==> config.mk <==
export PLATFORM = sky130hd
export DESIGN_NAME = uart_8n1_transceiver
export DESIGN_NICKNAME = d
export VERILOG_FILES = /design/src/rtl/u8n1_pkg.sv /design/src/rtl/uart_8n1_transceiver.sv
export SDC_FILE = /design/constraint.sdc
export NUM_CORES = 1
export LEC_CHECK = 0
export BUFFER_PORTS_ARGS = -buffer_cell sky130_fd_sc_hd__buf_2
export CORE_ASPECT_RATIO = 2
export CORE_MARGIN = 5
export CORE_UTILIZATION = 35
export CTS_BUF_LIST = sky130_fd_sc_hd__clkbuf_2 sky130_fd_sc_hd__clkbuf_4 sky130_fd_sc_hd__clkbuf_8
export CTS_CLUSTER_DIAMETER = 40
export DETAILED_ROUTE_END_ITERATION = 12
export GPL_TIMING_DRIVEN = 1
export PLACE_DENSITY = 0.62
export SYNTH_ARGS = -nofsm -noshare
export SYNTH_HDL_FRONTEND = slang
export SYNTH_SLANG_ARGS = --single-unit
==> constraint.sdc <==
create_clock -name i_clk -period 4.2 [get_ports i_clk]
set_input_delay 0.21 -clock i_clk [delete_from_list [all_inputs] [get_ports i_clk]]
set_output_delay 0.21 -clock i_clk [all_outputs]
set_load 0.05 [all_outputs]
==> src/rtl/u8n1_pkg.sv <==
// Shared constants for the 8N1 UART transceiver: reset values, default
// parameters and the bit layout of the stream payloads. No dependencies.
`timescale 1ns / 1ps
`default_nettype none

package u8n1_pkg;

    localparam int BYTE_W          = 8;
    localparam int BIT_SEL_W       = $clog2(BYTE_W);
    localparam int IDX_W           = 4;
    localparam int PERIOD_W        = 16;

    localparam int DATA_BITS_DEF   = 8;
    localparam int TIMER_WIDTH_DEF = 16;

    localparam logic [PERIOD_W-1:0] BIT_PERIOD_RST = 16'd2604;

    // input tdata layout, lowest bit first
    localparam int IN_W        = 16;
    localparam int I_RX_LINE   = 0;
    localparam int I_TX_START  = 1;
    localparam int I_TX_BYTE   = 2;

    // output tdata layout, lowest bit first
    localparam int OUT_W       = 16;
    localparam int O_TX_LINE   = 0;
    localparam int O_TX_BUSY   = 1;
    localparam int O_RX_VALID  = 2;
    localparam int O_RX_BYTE   = 3;
    localparam int O_RX_BUSY   = 11;
    localparam int OUT_USED    = 12;

endpackage

`default_nettype wire

==> src/rtl/uart_8n1_transceiver.sv <==
// 8N1 UART transceiver: each stream transfer is one timer tick, registered result
// with a skid stage. Depends on u8n1_pkg.
//
// Usage: each transfer on the slave stream is one tick of the bit timers and
// carries the sampled receive line, a transmit-start flag and a byte. Each
// accepted transfer yields exactly one result transfer on the master stream
// with the transmit line level, transmit busy, a receive-valid pulse, the
// received byte (zero when not valid) and receive busy.
// The result is registered in the output register, or in the skid stage on a stall.
// Throughput: one transfer per cycle while o_s_axis_tready is high; the tick
// update is one pass of short logic (one timer increment and compare per
// direction) between the state registers and the output register.
// Stall: when the master side stalls, one more transfer is taken into the
// skid stage; o_s_axis_tready then drops until the output register drains.
// Reset: synchronous, active low; clears both directions to idle, the line
// history to high and the bit period to 2604 ticks. i_cfg_we writes the bit
// period at once and is meant for use while the streams are idle.
`timescale 1ns / 1ps
`default_nettype none

module uart_8n1_transceiver
    import u8n1_pkg::*;
#(
    parameter int DATA_BITS   = DATA_BITS_DEF,
    parameter int TIMER_WIDTH = TIMER_WIDTH_DEF
) (
    input  wire logic                i_clk,
    input  wire logic                i_rst_n,
    input  wire logic                i_cfg_we,
    input  wire logic [PERIOD_W-1:0] i_cfg_wdata,
    input  wire logic                i_s_axis_tvalid,
    output logic                     o_s_axis_tready,
    // [0] rx_line, [1] tx_start, [9:2] tx_byte, [15:10] zero
    input  wire logic [IN_W-1:0]     i_s_axis_tdata,
    output logic                     o_m_axis_tvalid,
    input  wire logic                i_m_axis_tready,
    // [0] tx_line, [1] tx_busy, [2] rx_valid, [10:3] rx_byte, [11] rx_busy,
    // [15:12] zero
    output logic [OUT_W-1:0]         o_m_axis_tdata
);

    localparam int CMP_W = (TIMER_WIDTH > PERIOD_W) ? TIMER_WIDTH : PERIOD_W;
    localparam logic [CMP_W-1:0] TMAX = CMP_W'({TIMER_WIDTH{1'b1}});

    function automatic logic timer_fire(input logic [TIMER_WIDTH-1:0] cnt,
                                        input logic [PERIOD_W-1:0]    tgt);
        logic [CMP_W-1:0] c;
        logic [CMP_W-1:0] t;
        c = CMP_W'(cnt);
        t = CMP_W'(tgt);
        if (t > TMAX) begin
            t = TMAX;
        end
        return c >= t;
    endfunction

    logic [PERIOD_W-1:0]    r_bit_period;

    logic                   r_rx_prev,   n_rx_prev;
    logic                   r_rx_half,   n_rx_half;
    logic                   r_rx_active, n_rx_active;
    logic [TIMER_WIDTH-1:0] r_rx_timer,  n_rx_timer;
    logic [IDX_W-1:0]       r_rx_idx,    n_rx_idx;
    logic [BYTE_W-1:0]      r_rx_shift,  n_rx_shift;
    logic                   r_tx_active, n_tx_active;
    logic [TIMER_WIDTH-1:0] r_tx_timer,  n_tx_timer;
    logic [IDX_W-1:0]       r_tx_idx,    n_tx_idx;
    logic [BYTE_W-1:0]      r_tx_shift,  n_tx_shift;
    logic                   r_tx_level,  n_tx_level;

    logic                   r_m_valid;
    logic [OUT_W-1:0]       r_m_data;
    logic                   r_sk_valid;
    logic [OUT_W-1:0]       r_sk_data;

    logic                   in_fire;
    logic                   in_line;
    logic                   in_start;
    logic [BYTE_W-1:0]      in_byte;
    logic [TIMER_WIDTH-1:0] rx_inc;
    logic [TIMER_WIDTH-1:0] tx_inc;
    logic [PERIOD_W-1:0]    rx_target;
    logic                   rx_fire;
    logic                   tx_fire;
    logic                   n_valid;
    logic [BYTE_W-1:0]      n_got;
    logic [OUT_W-1:0]       n_res;

    assign in_line   = i_s_axis_tdata[I_RX_LINE];
    assign in_start  = i_s_axis_tdata[I_TX_START];
    assign in_byte   = i_s_axis_tdata[I_TX_BYTE +: BYTE_W];

    assign o_s_axis_tready = !r_sk_valid;
    assign in_fire         = i_s_axis_tvalid && o_s_axis_tready;

    assign rx_inc    = r_rx_timer + 1'b1;
    assign tx_inc    = r_tx_timer + 1'b1;
    assign rx_target = r_rx_active ? r_bit_period : (r_bit_period >> 1);
    assign rx_fire   = timer_fire(rx_inc, rx_target);
    assign tx_fire   = timer_fire(tx_inc, r_bit_period);

    // receiver
    always_comb begin
        n_rx_prev   = in_line;
        n_rx_half   = r_rx_half;
        n_rx_active = r_rx_active;
        n_rx_timer  = r_rx_timer;
        n_rx_idx    = r_rx_idx;
        n_rx_shift  = r_rx_shift;
        n_valid     = 1'b0;
        n_got       = '0;
        if (!r_rx_active) begin
            if (r_rx_prev && !in_line) begin
                n_rx_half  = 1'b1;
                n_rx_timer = '0;
            end else if (r_rx_half) begin
                n_rx_timer = rx_inc;
                if (rx_fire) begin
                    n_rx_timer  = '0;
                    n_rx_half   = 1'b0;
                    n_rx_active = 1'b1;
                    n_rx_idx    = '0;
                    n_rx_shift  = '0;
                end
            end
        end else begin
            n_rx_timer = rx_inc;
            if (rx_fire) begin
                n_rx_timer = '0;
                if (r_rx_idx >= IDX_W'(DATA_BITS)) begin
                    n_rx_active = 1'b0;
                    n_rx_idx    = '0;
                    if (in_line) begin
                        n_valid = 1'b1;
                        n_got   = r_rx_shift;
                    end
                end else begin
                    n_rx_shift = r_rx_shift
                               | (BYTE_W'(in_line) << r_rx_idx[BIT_SEL_W-1:0]);
                    n_rx_idx   = r_rx_idx + 1'b1;
                end
            end
        end
    end

    // transmitter
    always_comb begin
        n_tx_active = r_tx_active;
        n_tx_timer  = r_tx_timer;
        n_tx_idx    = r_tx_idx;
        n_tx_shift  = r_tx_shift;
        n_tx_level  = r_tx_level;
        if (!r_tx_active) begin
            if (in_start) begin
                n_tx_active = 1'b1;
                n_tx_idx    = '0;
                n_tx_shift  = in_byte;
                n_tx_level  = 1'b0;
                n_tx_timer  = '0;
            end
        end else begin
            n_tx_timer = tx_inc;
            if (tx_fire) begin
                n_tx_timer = '0;
                priority if (r_tx_idx < IDX_W'(DATA_BITS)) begin
                    n_tx_level = r_tx_shift[r_tx_idx[BIT_SEL_W-1:0]];
                    n_tx_idx   = r_tx_idx + 1'b1;
                end else if (r_tx_idx == IDX_W'(DATA_BITS)) begin
                    n_tx_level = 1'b1;
                    n_tx_idx   = r_tx_idx + 1'b1;
                end else begin
                    n_tx_active = 1'b0;
                    n_tx_level  = 1'b1;
                    n_tx_idx    = '0;
                end
            end
        end
    end

    assign n_res = {(OUT_W-OUT_USED)'(0), (n_rx_half | n_rx_active), n_got, n_valid,
                    n_tx_active, n_tx_level};

    always_ff @(posedge i_clk) begin
        if (!i_rst_n) begin
            r_bit_period <= BIT_PERIOD_RST;
        end else if (i_cfg_we) begin
            r_bit_period <= i_cfg_wdata;
        end
    end

    always_ff @(posedge i_clk) begin
        if (!i_rst_n) begin
            r_rx_prev   <= 1'b1;
            r_rx_half   <= 1'b0;
            r_rx_active <= 1'b0;
            r_rx_timer  <= '0;
            r_rx_idx    <= '0;
            r_rx_shift  <= '0;
            r_tx_active <= 1'b0;
            r_tx_timer  <= '0;
            r_tx_idx    <= '0;
            r_tx_shift  <= '0;
            r_tx_level  <= 1'b1;
        end else if (in_fire) begin
            r_rx_prev   <= n_rx_prev;
            r_rx_half   <= n_rx_half;
            r_rx_active <= n_rx_active;
            r_rx_timer  <= n_rx_timer;
            r_rx_idx    <= n_rx_idx;
            r_rx_shift  <= n_rx_shift;
            r_tx_active <= n_tx_active;
            r_tx_timer  <= n_tx_timer;
            r_tx_idx    <= n_tx_idx;
            r_tx_shift  <= n_tx_shift;
            r_tx_level  <= n_tx_level;
        end
    end

    // output register and skid stage
    always_ff @(posedge i_clk) begin
        if (!i_rst_n) begin
            r_m_valid  <= 1'b0;
            r_sk_valid <= 1'b0;
        end else if (!r_m_valid || i_m_axis_tready) begin
            if (r_sk_valid) begin
                r_m_valid  <= 1'b1;
                r_sk_valid <= 1'b0;
            end else begin
                r_m_valid  <= in_fire;
            end
        end else if (in_fire) begin
            r_sk_valid <= 1'b1;
        end
    end

    always_ff @(posedge i_clk) begin
        if (!r_m_valid || i_m_axis_tready) begin
            r_m_data <= r_sk_valid ? r_sk_data : n_res;
        end else if (in_fire) begin
            r_sk_data <= n_res;
        end
    end

    assign o_m_axis_tvalid = r_m_valid;
    assign o_m_axis_tdata  = r_m_data;

endmodule

`default_nettype wire

==> impl_metrics.json <==
{
  "ys_ff_latch": 103,
  "r2r-start": "r_tx_timer[2]",
  "first_pass_iters": 4,
  "slew_headroom_pct": 23.9,
  "synthToLayoutAreaGrowth_pct": 11.3,
  "post_drt_via_cell_ratio": 5.40,
  "core_area_sq_um": 15800,
  "clock_latency_ns": 0.39,
  "grt_max_degree": 28,
  "syn_area_per_cell_sq_um": 9.01,
  "cts_hold_buf": 0,
  "post-place-cells": 846,
  "clk_pin_slew_ns": 0.10,
  "rr_endpoint": "o_m_axis_tdata[0]",
  "route.detailed.drc": 0,
  "finalSetupTns_ns": 0,
  "cp-startpoint": "r_tx_timer[2]",
  "maxCapViolCount": 0,
  "cts.sinks": 103,
  "grt_pass1_vias": 4662,
  "rsz0062_at_grt": "false",
  "portBuffers": 44,
  "worstMarginPinSlew_ns": 1.14,
  "synth_async_sr_flop_share_pct": 0,
  "grt-ovfl-total": 0,
  "hold_path_depth": 3,
  "die_width_microns": 99.5,
  "fin_skew_ns": 0.0128,
  "wl_microns": 13100,
  "vias": 4655,
  "peakVddDrop_uv": 137,
  "critPathSlowestCell": "or3_1",
  "die_h_microns": 189,
  "path_class": "register to register",
  "path_max_fanout": 6,
  "syn_inst": 623,
  "track_usage_pct": 14.3,
  "wl_per_cell_microns": 15.2,
  "syn-cell-area_sq_um": 5610,
  "hpwl_microns": 10000,
  "yosysWarnings": 0,
  "ys_types": 56,
  "gp_congestion": 0.888,
  "crit_chain": "and3_1 > nand3_1 > buf_4 > nor2_1 > xor2_1 > ha_1 > and2_2 > a221o_1 > a21o_1 > or3_1 > a32o_1 > mux2_2",
  "start_kind": "register",
  "final_common_cell": "dfxtp_1",
  "final_cell_mix": "dfxtp_1 (79), nand2_1 (71), nor2_1 (45)",
  "ant_nets": 0,
  "nNetsFinal": 731,
  "final_cells": 862,
  "clockBufferDepth": 2,
  "hold_path_end": "r_bit_period[0]",
  "finalHoldViolCount": 0,
  "r2r.worst_path.cells": 12,
  "power.density_nw_per_um2": 314,
  "worst-path-buf-inv": 1,
  "post_cts_resized": 0,
  "cts_tree": "yes",
  "drt_iter0_markers": 181,
  "hp-class": "input pin to register",
  "worst_slack_ns": 0.467,
  "grt_pass1_wl_microns": 21800,
  "endpoint_kind": "register",
  "period_needed_ns": 3.73,
  "synth-seq-area-share_pct": 41.0,
  "antenna_found_initial": 0,
  "dieArea_sq_um": 18800,
  "crit_family": "simple AND/OR/NAND/NOR gates",
  "design.portCount": 55,
  "status": "finished clean",
  "design_power_total_w": 0.00196,
  "cts-root-buf": "clkbuf_8",
  "min_from": "i_cfg_wdata[0]",
  "finalMaxSlewViolations": 0,
  "critPathRequiredTime_ns": 4.35,
  "dp_slack_ns": 0.512,
  "p_leak_nw": 2.49,
  "crit_arrival_ns": 3.88,
  "finalSetupViolCount": 0,
  "ctsHtreeMaxLevel": 3,
  "postCtsSetupBuffers": 0,
  "row_count": 65,
  "synth-edff-count": 24,
  "synth_ff_type": "dfxtp_1",
  "drive_gt1_share_pct": 12.4,
  "start_util_pct": 35.6,
  "fmax_mhz": 268,
  "diodes": 0,
  "critPathMaxStageDelay_ns": 0.47,
  "finalCritPeriodShare_pct": 88.9,
  "reg2reg_setup_slack_ns": 0.47,
  "cts_buffers": 9
}
[report_power, final]
group | switching, W | leakage [nW] | internal, W
Combinational | 0.000130 | 1.47 | 0.0000611
Sequential | 0.0000215 | 0.905 | 0.00104
Clock | 0.000357 | 0.116 | 0.000356
[synth_stat cells (all sizes together), types with 9 or more instances]
cell | count | area, sq um
clkbuf | 23 | 86.3
nand2 | 71 | 267
nor3 | 9 | 45.0
mux2i | 29 | 290
nand4 | 13 | 81.3
ha | 38 | 475
nand3 | 34 | 170
xnor2 | 18 | 158
o31ai | 9 | 67.6
a32o | 13 | 130
dfxtp | 79 | 1580
edfxtp | 24 | 721
buf | 12 | 62.6
a21oi | 39 | 195
inv | 40 | 150
a211oi | 11 | 82.6
nor2 | 45 | 169
o2111ai | 11 | 96.3
o21ai | 17 | 85.1
xor2 | 9 | 78.8
[per-stage QoR]
stage	instance area, sq um	util [%]	hold slack (ns)
floorplan	5620	-	0.336
global placement	6020	38.2	0.440
detailed placement	6020	38.2	0.446
CTS	6250	39.6	0.0326
global route	6250	39.6	0.0473
finish	6250	39.6	0.0473
[worst max-delay path by stage]
stage,slack (ns),to,depth (start not counted)
after global placement,0.56,o_m_axis_tdata[0],12
after floorplan,0.62,o_m_axis_tdata[2],12
final,0.47,o_m_axis_tdata[0],12
after detailed placement,0.51,o_m_axis_tdata[0],12
after global routing,0.22,o_m_axis_tdata[1],11
after CTS,0.48,o_m_axis_tdata[0],12
[state kept, by name, summed over array words and instances (netlist names), 8 cells and up]
name,flops
o_m_axis_tdata,12
r_bit_period,16
r_rx_shift,8
r_rx_timer,16
r_sk_data,12
r_tx_shift,8
r_tx_timer,16
[cells by family (layout without fill, tap and decap cells)]
kind of cell             after synthesis  in the layout  synth area share, %
adder cells (fa/ha/maj)               38             38                 8.47
multiplexers                          33             33                 6.42
flip-flops                           103            103                 41.0
other                                  1              4               0.0668
AO/OA/AOI/OAI                        135            135                 16.6
XOR/XNOR                              27             27                 4.21
buffers and inverters                 76            111                 5.40
AND/OR/NAND/NOR                      210            210                 17.8
[metal layers]
| layer | vias to the layer above | global-route usage (%) | part of all wire [%] |
|---|---|---|---|
| met1 | 2214 | 13.9 | 37 |
| met4 | 0 | 8.52 | 3.5 |
| met5 | - | 0 | 0 |
| met2 | 99 | 27.8 | 57 |
| li1 | 2321 | - | - |
| met3 | 21 | 1.95 | 2.9 |
[worst register-to-register path, cell delays in order, from the launching register on]
cell and delay, ns:
dfxtp_1 0.41, and3_1 0.26, nand3_1 0.19, buf_4 0.21
nor2_1 0.14, xor2_1 0.21, ha_1 0.27, and2_2 0.18
a221o_1 0.29, a21o_1 0.26, or3_1 0.47, a32o_1 0.32
mux2_2 0.27
[area by class of cell]
| cell class | instances | area [sq um] |
|---|---|---|
| clock buffer | 11 | 139 |
| sequential | 103 | 2300 |
| inverter | 41 | 154 |
| multi-input combinational | 447 | 3020 |
| clock inverter | 5 | 86.3 |
| fill | 1625 | 9530 |
| timing repair buffer | 54 | 295 |
| tap | 201 | 251 |
Power figures use the tool's default switching activity.
